$ cat src/rtl/assert_macros.svh
// assertion macros shared by the rtl
`ifndef ASSERT_MACROS_SVH
`define ASSERT_MACROS_SVH

// same-cycle implication on clk, held off during reset
`define ASSERT_IMPL(label, ante, cons, msg) \
    label: assert property (@(posedge clk) disable iff (!rst_n) (ante) |-> (cons)) \
        else $error(msg);

// next-cycle implication on clk, held off during reset
`define ASSERT_NEXT(label, ante, cons, msg) \
    label: assert property (@(posedge clk) disable iff (!rst_n) (ante) |=> (cons)) \
        else $error(msg);

`endif

$ cat src/rtl/sss_pkg.sv
// constants and event rom for the shutter signal sequencer
package sss_pkg;

    localparam int TIMEBASE_DIV = 10;
    localparam int ROM_SLOTS    = 8;
    localparam int ROM_IDX_W    = 3;
    localparam int IDX_W        = 4;
    localparam int LEN_W        = 5;
    localparam int CFG_W        = 16;
    localparam int LINE_CNT     = 5;
    localparam int LINE_IDX_W   = 3;

    typedef logic [1:0]            phase_t;
    typedef logic [1:0]            mode_t;
    typedef logic [CFG_W-1:0]      time_t;
    typedef logic [LINE_IDX_W-1:0] line_idx_t;
    typedef logic [LINE_CNT-1:0]   lines_t;

    localparam phase_t PH_IDLE  = 2'd0;
    localparam phase_t PH_OPEN  = 2'd1;
    localparam phase_t PH_LONG  = 2'd2;
    localparam phase_t PH_SHORT = 2'd3;

    localparam mode_t MODE_TICK = 2'd0;
    localparam mode_t MODE_RISE = 2'd1;
    localparam mode_t MODE_FALL = 2'd2;

    localparam line_idx_t L1  = 3'd0;
    localparam line_idx_t L8  = 3'd1;
    localparam line_idx_t L9  = 3'd2;
    localparam line_idx_t L10 = 3'd3;
    localparam line_idx_t L12 = 3'd4;

    localparam lines_t LINES_RESET = lines_t'(1 << L9);

    localparam time_t WIN_START_RESET = time_t'(72000 / TIMEBASE_DIV);
    localparam time_t WIN_END_RESET   = time_t'(130000 / TIMEBASE_DIV);

    // rows: open, close long, close short, unused
    localparam time_t ROM_TIME [4][ROM_SLOTS] = '{
        '{time_t'(25850 / TIMEBASE_DIV), time_t'(34000 / TIMEBASE_DIV),
          time_t'(35100 / TIMEBASE_DIV), time_t'(39400 / TIMEBASE_DIV),
          time_t'(42000 / TIMEBASE_DIV), time_t'(62900 / TIMEBASE_DIV),
          time_t'(71400 / TIMEBASE_DIV), time_t'(0)},
        '{time_t'(200 / TIMEBASE_DIV),    time_t'(5900 / TIMEBASE_DIV),
          time_t'(7200 / TIMEBASE_DIV),   time_t'(8600 / TIMEBASE_DIV),
          time_t'(34800 / TIMEBASE_DIV),  time_t'(71100 / TIMEBASE_DIV),
          time_t'(107600 / TIMEBASE_DIV), time_t'(108000 / TIMEBASE_DIV)},
        '{time_t'(2800 / TIMEBASE_DIV),   time_t'(4300 / TIMEBASE_DIV),
          time_t'(5600 / TIMEBASE_DIV),   time_t'(31600 / TIMEBASE_DIV),
          time_t'(67800 / TIMEBASE_DIV),  time_t'(104000 / TIMEBASE_DIV),
          time_t'(105000 / TIMEBASE_DIV), time_t'(0)},
        '{default: time_t'(0)}
    };

    localparam line_idx_t ROM_LINE [4][ROM_SLOTS] = '{
        '{L9, L1, L10, L1, L1, L10, L12, L1},
        '{L1, L1, L1, L1, L12, L8, L8, L9},
        '{L1, L1, L1, L12, L8, L8, L9, L1},
        '{default: L1}
    };

    localparam logic ROM_LEVEL [4][ROM_SLOTS] = '{
        '{1'b0, 1'b1, 1'b1, 1'b0, 1'b1, 1'b0, 1'b1, 1'b0},
        '{1'b1, 1'b0, 1'b1, 1'b0, 1'b0, 1'b1, 1'b0, 1'b1},
        '{1'b0, 1'b1, 1'b0, 1'b0, 1'b1, 1'b0, 1'b1, 1'b0},
        '{default: 1'b0}
    };

    localparam logic [LEN_W-1:0] ROM_COUNT [4] = '{5'd7, 5'd8, 5'd7, 5'd0};

endpackage

$ cat src/rtl/shutter_signal_sequencer_top.sv
// shutter signal sequencer: input register, state update, result register
// an accepted word waits in the input register until its result can load the result register
// throughput: one word per cycle while the output side does not stall, set by the single state update stage
// output register and input register each hold one word, so both sides may stall
// reset: idle phase, timebase stopped, line nine high and other lines low
// reset: fault clear, sample window 7200 to 13000 units
module shutter_signal_sequencer_top
    import sss_pkg::*;
#(
    parameter int ELAPSED_WIDTH = 16,
    parameter int TABLE_DEPTH   = 8
)
(
    input  logic             clk,
    input  logic             rst_n,
    input  logic             in_valid,
    output logic             in_ready,
    input  logic [1:0]       mode,
    input  logic             second_trigger_level,
    output logic             out_valid,
    input  logic             out_ready,
    output logic             line1_level,
    output logic             line8_level,
    output logic             line9_level,
    output logic             line10_level,
    output logic             line12_level,
    output logic [1:0]       phase_out,
    output logic             fault,
    input  logic             cfg_we,
    input  logic             cfg_index,
    input  logic [CFG_W-1:0] cfg_data
);

    localparam logic CFG_WIN_START = 1'b0;
    localparam logic CFG_WIN_END   = 1'b1;

    // input stage
    logic  s1_valid_reg;
    mode_t s1_mode_reg;
    logic  s1_trig2_reg;
    logic  s1_fire;
    logic  out_load;

    // sequencer state
    phase_t                   phase_reg, phase_next;
    logic                     active_reg, active_next;
    logic                     running_reg, running_next;
    logic [ELAPSED_WIDTH-1:0] elapsed_reg, elapsed_next;
    logic [IDX_W-1:0]         idx_reg, idx_next;
    lines_t                   line_reg, line_next;
    logic                     fault_reg, fault_next;
    time_t                    win_start_reg;
    time_t                    win_end_reg;

    // output stage
    logic   out_valid_reg;
    lines_t out_line_reg;
    phase_t out_phase_reg;
    logic   out_fault_reg;

    // tick helpers
    logic [1:0]               list_sel;
    logic [LEN_W-1:0]         list_len;
    logic [ELAPSED_WIDTH-1:0] elapsed_inc;
    logic [ROM_IDX_W-1:0]     rom_idx;
    logic                     in_window;

    assign out_load = !out_valid_reg || out_ready;
    assign s1_fire  = s1_valid_reg && out_load;
    assign in_ready = !s1_valid_reg || out_load;

    assign list_sel    = phase_reg - 2'd1;
    assign list_len    = (32'(ROM_COUNT[list_sel]) < TABLE_DEPTH) ? ROM_COUNT[list_sel]
                                                                  : LEN_W'(TABLE_DEPTH);
    assign elapsed_inc = elapsed_reg + ELAPSED_WIDTH'(1);
    assign rom_idx     = idx_reg[ROM_IDX_W-1:0];

    always_comb
    begin
        phase_next   = phase_reg;
        active_next  = active_reg;
        running_next = running_reg;
        elapsed_next = elapsed_reg;
        idx_next     = idx_reg;
        line_next    = line_reg;
        fault_next   = fault_reg;
        in_window    = 1'b0;

        if (!fault_reg)
        begin
            case (s1_mode_reg)
                MODE_TICK:
                begin
                    if (running_reg)
                    begin
                        elapsed_next = elapsed_inc;
                    end
                    if (running_reg && (elapsed_inc == '0) && active_reg)
                    begin
                        fault_next = 1'b1;
                    end
                    else if (active_reg && (phase_reg != PH_IDLE))
                    begin
                        if ((LEN_W'(idx_reg) < list_len) && (32'(idx_reg) < ROM_SLOTS) &&
                            (32'(elapsed_next) >= 32'(ROM_TIME[list_sel][rom_idx])))
                        begin
                            line_next[ROM_LINE[list_sel][rom_idx]] =
                                ROM_LEVEL[list_sel][rom_idx];
                            idx_next = idx_reg + IDX_W'(1);
                        end
                        in_window = (32'(elapsed_next) >= 32'(win_start_reg)) &&
                                    (32'(elapsed_next) < 32'(win_end_reg));
                        if (phase_reg == PH_OPEN)
                        begin
                            if (in_window && s1_trig2_reg)
                            begin
                                elapsed_next = '0;
                                running_next = 1'b1;
                                phase_next   = PH_SHORT;
                                idx_next     = '0;
                            end
                        end
                        else if (LEN_W'(idx_next) >= list_len)
                        begin
                            running_next = 1'b0;
                            active_next  = 1'b0;
                            phase_next   = PH_IDLE;
                            idx_next     = '0;
                        end
                    end
                end
                MODE_RISE:
                begin
                    if (phase_reg == PH_IDLE)
                    begin
                        elapsed_next = '0;
                        running_next = 1'b1;
                        active_next  = 1'b1;
                        phase_next   = PH_OPEN;
                        idx_next     = '0;
                    end
                    else if ((phase_reg == PH_LONG) || (phase_reg == PH_SHORT))
                    begin
                        elapsed_next = '0;
                        running_next = 1'b1;
                        active_next  = 1'b1;
                    end
                end
                MODE_FALL:
                begin
                    if (phase_reg == PH_OPEN)
                    begin
                        line_next[L1] = 1'b0;
                        active_next   = 1'b0;
                        running_next  = 1'b0;
                        phase_next    = PH_LONG;
                        idx_next      = '0;
                    end
                end
                default:
                begin
                end
            endcase
        end
    end

    always_ff @(posedge clk or negedge rst_n)
    begin
        if (!rst_n)
        begin
            s1_valid_reg  <= 1'b0;
            out_valid_reg <= 1'b0;
            phase_reg     <= PH_IDLE;
            active_reg    <= 1'b0;
            running_reg   <= 1'b0;
            elapsed_reg   <= '0;
            idx_reg       <= '0;
            line_reg      <= LINES_RESET;
            fault_reg     <= 1'b0;
            win_start_reg <= WIN_START_RESET;
            win_end_reg   <= WIN_END_RESET;
        end
        else
        begin
            if (in_ready)
            begin
                s1_valid_reg <= in_valid;
            end
            if (out_load)
            begin
                out_valid_reg <= s1_valid_reg;
            end
            if (s1_fire)
            begin
                phase_reg   <= phase_next;
                active_reg  <= active_next;
                running_reg <= running_next;
                elapsed_reg <= elapsed_next;
                idx_reg     <= idx_next;
                line_reg    <= line_next;
                fault_reg   <= fault_next;
            end
            if (cfg_we)
            begin
                unique case (cfg_index)
                    CFG_WIN_START: win_start_reg <= cfg_data;
                    CFG_WIN_END:   win_end_reg   <= cfg_data;
                    default:
                    begin
                    end
                endcase
            end
        end
    end

    // payload registers
    always_ff @(posedge clk)
    begin
        if (in_valid && in_ready)
        begin
            s1_mode_reg  <= mode;
            s1_trig2_reg <= second_trigger_level;
        end
        if (s1_fire)
        begin
            out_line_reg  <= line_next;
            out_phase_reg <= phase_next;
            out_fault_reg <= fault_next;
        end
    end

    assign out_valid    = out_valid_reg;
    assign line1_level  = out_line_reg[L1];
    assign line8_level  = out_line_reg[L8];
    assign line9_level  = out_line_reg[L9];
    assign line10_level = out_line_reg[L10];
    assign line12_level = out_line_reg[L12];
    assign phase_out    = out_phase_reg;
    assign fault        = out_fault_reg;

`include "assert_macros.svh"

    `ASSERT_NEXT(a_fault_sticky, fault_reg, fault_reg, "fault cleared without reset")
    `ASSERT_NEXT(a_fault_freeze, fault_reg, $stable(line_reg) && $stable(phase_reg), "state moved after fault")
    `ASSERT_IMPL(a_idle_quiet, phase_reg == PH_IDLE, !active_reg && !running_reg, "idle phase with timebase active")
    `ASSERT_NEXT(a_hold_no_fire, !s1_fire, $stable(phase_reg) && $stable(idx_reg), "state changed without a word")
    `ASSERT_IMPL(a_idx_bound, 1'b1, 32'(idx_reg) <= ROM_SLOTS, "entry index past rom end")

endmodule

$ cat config.mk
export PLATFORM = sky130hd
export DESIGN_NAME = shutter_signal_sequencer_top
export DESIGN_NICKNAME = d
export VERILOG_FILES = /design/src/rtl/sss_pkg.sv /design/src/rtl/shutter_signal_sequencer_top.sv
export VERILOG_INCLUDE_DIRS = /design/src /design/src/rtl
export SDC_FILE = /design/constraint.sdc
export NUM_CORES = 1
export LEC_CHECK = 0
export ABC_AREA = 1
export BUFFER_PORTS_ARGS = -buffer_cell sky130_fd_sc_hd__buf_2
export CAP_MARGIN = 15
export CORE_UTILIZATION = 55
export CTS_BUF_LIST = sky130_fd_sc_hd__clkbuf_4 sky130_fd_sc_hd__clkbuf_8
export CTS_CLUSTER_SIZE = 10
export DETAILED_ROUTE_END_ITERATION = 7
export PLACE_DENSITY = 0.73
export SYNTH_ARGS = -nofsm -noshare
export SYNTH_HDL_FRONTEND = slang
export SYNTH_SLANG_ARGS = --single-unit
export TNS_END_PERCENT = 30
$ cat constraint.sdc
create_clock -name clk -period 4.8 [get_ports clk]
set_clock_uncertainty 0.2 [all_clocks]
set_input_delay 0.48 -clock clk [delete_from_list [all_inputs] [get_ports clk]]
set_output_delay 0.48 -clock clk [all_outputs]
set_load 0.02 [all_outputs]
Word level (Yosys, flattened, before mapping)
Index checks and enable logic that the tools add are counted.
Operators by class
  $add $sub $neg: 3
  order comparisons: 11
  eq/ne operators: 14
  mux-type cells: 80
  bitwise logic cells: 4
  reductions and logical operators: 27
Operators with widths (number)
  $bmux 128 s2: 1
  $mux 128: 2
  $mux 16: 11
  $mux 4: 13
  $bmux 16 s3: 1
  $bmux 24 s2: 1
  $mux 24: 2
  $mux 5: 7
  $ge 16x16->1: 2
  $pmux 16 s2: 1
  $mux 1: 18
  $reduce_and 9->1: 2
  $add 16x1->16 const B: 1
  $bmux 8 s2: 1
  $logic_not 16->1: 1
  $lt 16x16->1: 1
  $mux 2: 8
  $mux 8: 2
  $ne 2x2->1 const B: 6
  $pmux 4 s3: 1
  $bmux 5 s2: 1
  $logic_and 1x1->1: 10
  $bmux 3 s3: 1
  $ne 3x3->1 const B: 3
  30 further kinds: 42
Word-level totals
  register bits: 75
  input port bits: 25
  output and inout port bits: 10
  word-level logic and storage cells: 155

Logic depth before layout (Yosys ltp)
  depth in word-level cells: 22
  depth in mapped cells: 37
  depth with buffers taken out: 37

Worst setup path before layout
Ideal clock, no wire load.
  path kind: register to register
  from: reg phase_reg[0]
  to: reg out_phase_reg[0], in the netlist phase_out[0] (data pin)
  library setup time: 0.154 ns
  arrival time: 3.862 ns
  data required time: 4.446 ns
  slack: 0.584 ns
  cell stages (with the launch flop): 32
  path buffers: 0
  period minus slack after synthesis: 4.216 ns
  cells stage by stage: dfrtp_1 clkinv_1 ha_1 nand2_1 inv_1 nor2_1 nand2_1 a31oi_1 ha_1 a21oi_1 nand2_1 nand2_1 nand2_1 nand2_1 nand2_1 nand2_1 nand2_1 nand2_1 nand2_2 nand2_4 xor2_1 ha_1 inv_1 a21boi_0 o21a_1 o21ai_0 nand2_1 o21ai_0 o21ai_0 inv_1 nand2_1 a21boi_0
Between the ends
  word-level cells in the longest chain between the ends: 22
  elaborated cells between the ends (all ways): 36
  classes of those cells: add/sub (1); order compare (4); eq/ne (1); mux (24); bitwise (1); reduce/logical (5)
RTL lines
  from (decl): RTL line shutter_signal_sequencer_top.sv:45  | phase_t phase_reg, phase_next;
  from (signal assigned): RTL line shutter_signal_sequencer_top.sv:195  | phase_reg <= phase_next;
  $sub 2x1->2: RTL line shutter_signal_sequencer_top.sv:72  | assign list_sel = phase_reg - 2'd1;
  $not 2->3 (implied by the code): RTL line shutter_signal_sequencer_top.sv:73, shutter_signal_sequencer_top.sv:105
  $bmux 128 s2 or $bmux 5 s2 (tied branches): RTL line shutter_signal_sequencer_top.sv:105, shutter_signal_sequencer_top.sv:73
  $mux 128 (implied by the code) or $mux 5 (tied branches) (2 in series): RTL line shutter_signal_sequencer_top.sv:105, shutter_signal_sequencer_top.sv:73
  $bmux 16 s3 or $lt 5x4->1 (tied branches): RTL line shutter_signal_sequencer_top.sv:105, shutter_signal_sequencer_top.sv:73
  $mux 16 (implied by the code) or $mux 5 (tied branches): RTL line shutter_signal_sequencer_top.sv:105, shutter_signal_sequencer_top.sv:73
  $mux 16 (implied by the code) or $lt 4x5->1 (tied branches): RTL line shutter_signal_sequencer_top.sv:105, shutter_signal_sequencer_top.sv:104
  $ge 16x16->1 or $logic_and 1x1->1 (tied branches): RTL line shutter_signal_sequencer_top.sv:105, shutter_signal_sequencer_top.sv:104
  [... 6 more ...]
  $ge 4x5->1: RTL line shutter_signal_sequencer_top.sv:123  | else if (LEN_W'(idx_next) >= list_len)
  $mux 2: RTL line shutter_signal_sequencer_top.sv:123
  $mux 2: RTL line shutter_signal_sequencer_top.sv:113  | if (phase_reg == PH_OPEN)
  $mux 2: RTL line shutter_signal_sequencer_top.sv:102  | else if (active_reg && (phase_reg != PH_IDLE))
  $mux 2: RTL line shutter_signal_sequencer_top.sv:98  | if (running_reg && (elapsed_inc == '0) && active_reg)
  $pmux 2 s3: RTL line shutter_signal_sequencer_top.sv:91  | case (s1_mode_reg)
  $mux 2 *: RTL line shutter_signal_sequencer_top.sv:89  | if (!fault_reg)
  named net phase_next[0]: RTL line shutter_signal_sequencer_top.sv:45
  to (signal assigned): RTL line shutter_signal_sequencer_top.sv:227  | out_phase_reg <= phase_next;
  to (decl): RTL line shutter_signal_sequencer_top.sv:58  | phase_t out_phase_reg;
Mark *: on every way through the listed nets, which the timed path passes. The rest lies on a longest branch. The select of a mux whose other input is x is not followed.
A chain may end at the register's enable or synchronous reset.

Final worst setup path
  from: reg phase_reg[0]
  to: reg phase_reg[1]
Between the ends
  word-level cells in the longest chain between the ends: 22
  elaborated cells between the ends (all ways): 35
  classes of those cells: add/sub (1); order compare (4); eq/ne (1); mux (23); bitwise (1); reduce/logical (5)
RTL lines (RTL line)
  $sub 2x1->2: shutter_signal_sequencer_top.sv:72
  $not 2->3 (implied by the code): shutter_signal_sequencer_top.sv:73, shutter_signal_sequencer_top.sv:105
  $bmux 128 s2 or $bmux 5 s2 (tied branches): shutter_signal_sequencer_top.sv:105, shutter_signal_sequencer_top.sv:73
  $mux 128 (implied by the code) or $mux 5 (tied branches) (2 in series): shutter_signal_sequencer_top.sv:105, shutter_signal_sequencer_top.sv:73
  $bmux 16 s3 or $lt 5x4->1 (tied branches): shutter_signal_sequencer_top.sv:105, shutter_signal_sequencer_top.sv:73
  $mux 16 (implied by the code) or $mux 5 (tied branches): shutter_signal_sequencer_top.sv:105, shutter_signal_sequencer_top.sv:73
  $mux 16 (implied by the code) or $lt 4x5->1 (tied branches): shutter_signal_sequencer_top.sv:105, shutter_signal_sequencer_top.sv:104
  $ge 16x16->1 or $logic_and 1x1->1 (tied branches): shutter_signal_sequencer_top.sv:105, shutter_signal_sequencer_top.sv:104
  [... 5 more ...]
  $mux 4: shutter_signal_sequencer_top.sv:89
  $ge 4x5->1: shutter_signal_sequencer_top.sv:123
  $mux 2: shutter_signal_sequencer_top.sv:123
  $mux 2: shutter_signal_sequencer_top.sv:113
  $mux 2: shutter_signal_sequencer_top.sv:102
  $mux 2: shutter_signal_sequencer_top.sv:98
  $pmux 2 s3 *: shutter_signal_sequencer_top.sv:91
  $mux 2 *: shutter_signal_sequencer_top.sv:89
Mark *: on every way between the ends. The rest lies on a longest branch, timed or not. The select of a mux whose other input is x is not followed.

==> qor.tcl <==
set qor(first_global_vias) 5136
set qor(most-common-layout-cells) {sky130_fd_sc_hd__nand2_1 (205), sky130_fd_sc_hd__inv_1 (149), sky130_fd_sc_hd__o21ai_0 (77), sky130_fd_sc_hd__ha_1 (63), sky130_fd_sc_hd__nor2_1 (52)}
set qor(detailroute.via_count) 5525
set qor(total_power_w) 0.001428
set qor(htree_num_levels) 3
set qor(overall_fraction_of_global_route_tracks_in_use_pct) 27.09
set qor(outcome) {finished clean}
set qor(syn_area_per_cell_um2) 7.201
set qor(maxCapViolations) 0
set qor(tritoncts) {done}
set qor(drv_slew) 0
set qor(synth.cell_area_um2) 5919
set qor(ys_async_sr_fraction_pct) 85.33
set qor(critical-path-slowest-cell) {sky130_fd_sc_hd__dfrtp_2}
set qor(dpl.hpwl_um) 11160
set qor(synth_cells) 822
set qor(drtPass1Iterations) 6
set qor(data_arrival_critical_path_ns) 4.59
set qor(post-route-worst-setup-slack_ns) 0.2955
set qor(critical_path_peak_fanout) 8
set qor(synth_ff_type) {sky130_fd_sc_hd__dfrtp_1}
set qor(detail_route.wl_per_cell_um) 14.38
set qor(postLayoutCoreUtil_pct) 63.13
set qor(ir_drop_uv) 165.4
set qor(clock_sink_count) 75
set qor(layout_commonest_cell) {sky130_fd_sc_hd__nand2_1}
set qor(cts.root.buffer_cell) {sky130_fd_sc_hd__clkbuf_8}
set qor(crit_type) {register to register}
set qor(syn2layout_area_growth_pct) 10.59
set qor(share_of_cells_above_drive_strength_1_pct) 14.58
set qor(grt_overflow) 0
set qor(cts-buffers-inserted) 9
set qor(global_route_wire_length_before_repair_um) 24030
set qor(cts.hold.buffers_added) 0
set qor(worstSetupEndpointType) {register}
set qor(final.min_clock_period_ns) 4.504
set qor(avgViaCountPerCell) 5.487
set qor(synth_seq_cells) 75
set qor(cp_top_family) {simple AND/OR/NAND/NOR gates}
set qor(drt-initial-drc-count) 588
set qor(pwr_cell_area_nw_per_um2) 218.1
set qor(fillCellCount) 951
set qor(pre_cts_setup_slack_ns) 0.1495
set qor(worst-slew-pin-transition_ns) 0.9102
set qor(initial_utilization_pct) 57.08
set qor(timing.final.setup_violations) 0
set qor(antenna_left) 0
set qor(hold_class) {primary input to asynchronous set/reset pin}
set qor(slew_headroom_pct) 39.17
set qor(nets) 955
set qor(place.port_buffers) 34
set qor(floorplan.die_area_um2) 11180
set qor(min_period_over_period_pct) 93.84
set qor(synth_cell_type_count) 46
set qor(grt_antenna_before_repair) 0
set qor(synth.yosys.seq_area_share_pct) 32.87
set qor(cts.path.max_buffers) 2
set qor(clk-insertion-delay-late_ns) 0.36
set qor(crit_path_start_kind) {register}
set qor(cp_slowest_stage_delay_ns) 0.44
set qor(timing.critical_path.buf_inv) 6
set qor(antenna-diode-count) 0
set qor(dieHeight_um) 105.7
set qor(hold_violations) 0
set qor(die_w_um) 105.7
set qor(synth.net_count) 911
set qor(clock.fmax_mhz) 222.0
set qor(synth-edff-count) 11
set qor(boundaryPins) 35
set qor(core_area_um2) 10370
set qor(last_weighted_congestion_value_of_the_routability_driven_placer) 1.028
set qor(leakage_nw) 3.660
set qor(grt_start_max_net_pins) 65
set qor(cp.required_ns) 4.89
set qor(clkSlewWorstSetupHoldPaths_ns) 0.08
set qor(yosys_warnings) 0
set qor(route.final.wire_length_um) 14480
set qor(rows) 37
set qor(detail_route.drc_violations) 0
set qor(timing.critical_path.mode_cell) {sky130_fd_sc_hd__nand2_1}
through the flow:
stage / std cells / hold slack [ns] / TNS (ns) / cell area, um^2
after floorplan: 822 / -0.01559 / 0 / 5919
after global placement: 987 / 0.2671 / 0 / 6280
after detailed placement: 987 / 0.2695 / 0 / 6280
after CTS: 1003 / 0.08476 / 0 / 6472
after global routing: 1007 / 0.08814 / -0.03446 / 6546
final: 1007 / 0.08304 / 0 / 6546
Yosys cell counts, types with 2 or more instances:
cell	n	area share [%]
sky130_fd_sc_hd__xor2_1	5	0.74
sky130_fd_sc_hd__edfxtp_1	11	5.6
sky130_fd_sc_hd__dfrtp_1	53	22
sky130_fd_sc_hd__o21ai_0	80	6.8
sky130_fd_sc_hd__nand3_1	41	3.5
sky130_fd_sc_hd__o22ai_1	7	0.74
sky130_fd_sc_hd__o22ai_2	10	2.1
sky130_fd_sc_hd__clkinv_1	2	0.13
sky130_fd_sc_hd__nor3_1	7	0.59
sky130_fd_sc_hd__buf_1	3	0.19
sky130_fd_sc_hd__clkbuf_1	12	0.76
sky130_fd_sc_hd__o21ai_1	3	0.25
sky130_fd_sc_hd__a21boi_0	2	0.25
sky130_fd_sc_hd__o21bai_1	2	0.25
sky130_fd_sc_hd__dfstp_2	11	4.9
sky130_fd_sc_hd__nor2_1	55	3.5
sky130_fd_sc_hd__ha_1	64	14
sky130_fd_sc_hd__nor2_2	5	0.53
sky130_fd_sc_hd__inv_2	2	0.13
sky130_fd_sc_hd__o211ai_1	2	0.25
sky130_fd_sc_hd__nand2_1	206	13
sky130_fd_sc_hd__a32oi_1	3	0.44
sky130_fd_sc_hd__buf_2	2	0.17
sky130_fd_sc_hd__and2_1	5	0.53
sky130_fd_sc_hd__nand2_4	3	0.57
sky130_fd_sc_hd__a21oi_1	31	2.6
sky130_fd_sc_hd__a211oi_1	2	0.25
sky130_fd_sc_hd__inv_1	150	9.5
sky130_fd_sc_hd__o31ai_1	2	0.25
sky130_fd_sc_hd__nand2_2	9	0.95
sky130_fd_sc_hd__nor2_4	4	0.76
sky130_fd_sc_hd__nand4_1	10	1.1
sky130_fd_sc_hd__a31oi_1	5	0.53
metal layers:
| layer | track usage [%] | wire length, um | share of wire (%) | up-vias |
|---|---|---|---|---|
| met2 | 44.54 | 6693 | 46 | 209 |
| met3 | 4.824 | 1048 | 7.2 | 37 |
| met1 | 36.02 | 6427 | 44 | 2536 |
| li1 | - | - | - | 2743 |
| met5 | 0 | 0 | 0 | - |
| met4 | 8.829 | 310 | 2.1 | 0 |
layout make-up:
class | count | area [um^2] | area share (%)
Timing Repair Buffer | 52 | 305.3 | 4.664
Clock buffer | 9 | 123.9 | 1.892
Multi-Input combinational cell | 573 | 3344 | 51.09
Clock inverter | 7 | 68.82 | 1.051
Tap cell | 136 | 170.2 | 2.599
Sequential cell | 75 | 1949 | 29.78
Inverter | 155 | 584.3 | 8.926
path summary, 6_finish.rpt:
| check | from | endpoint | slack (ns) | cells after the start |
|---|---|---|---|---|
| setup reg to reg | phase_reg[0] | phase_reg[1] | 0.30 | 37 |
| setup / recovery | phase_reg[0] | phase_reg[1] | 0.30 | 37 |
| hold / removal | rst_n | elapsed_reg[5] | 0.08 | 2 |
| min in group clk | mode[0] | s1_mode_reg[0] | 0.10 | 1 |
| hold reg to reg | win_end_reg[9] | win_end_reg[9] | 0.29 | 2 |
| max in group asynchronous | rst_n | phase_reg[1] | 3.68 | 2 |
cell families (layout without fill, tap and decap cells):
| family | Yosys count | in the layout | share of synthesized area (%) |
|---|---|---|---|
| AOI/OAI and AO/OA | 156 | 156 | 15.92 |
| DFF | 75 | 75 | 32.87 |
| adders and majority gates | 64 | 64 | 13.53 |
| buffers and inverters | 174 | 223 | 11.31 |
| and+or+nand+nor | 348 | 348 | 25.64 |
| xor gates and xnor gates | 5 | 5 | 0.7398 |
repair_timing:
action                                  CTS  global route
endpoints found under the setup margin    0            10
buffers inserted                          0             4
gates resized for setup                   0            15
hold endpoints to repair                  0             0
worst reg2reg max path: cells and delay by family, from the launching register on:
kind,cells,cell delay (ns)
fa+ha+maj,3,0.79
simple gates,21,1.54
compound gates,6,0.75
buf+inv,6,0.51
flops,1,0.44
xor+xnor,1,0.21
where the power goes:
group / switching, W / leakage [nW] / internal (W)
registers: 0.0000267 / 0.800 / 0.000716
clock network: 0.000247 / 0.0966 / 0.000238
logic: 0.000131 / 2.76 / 0.0000692
Note: power is estimated with default switching activity, not from simulation.
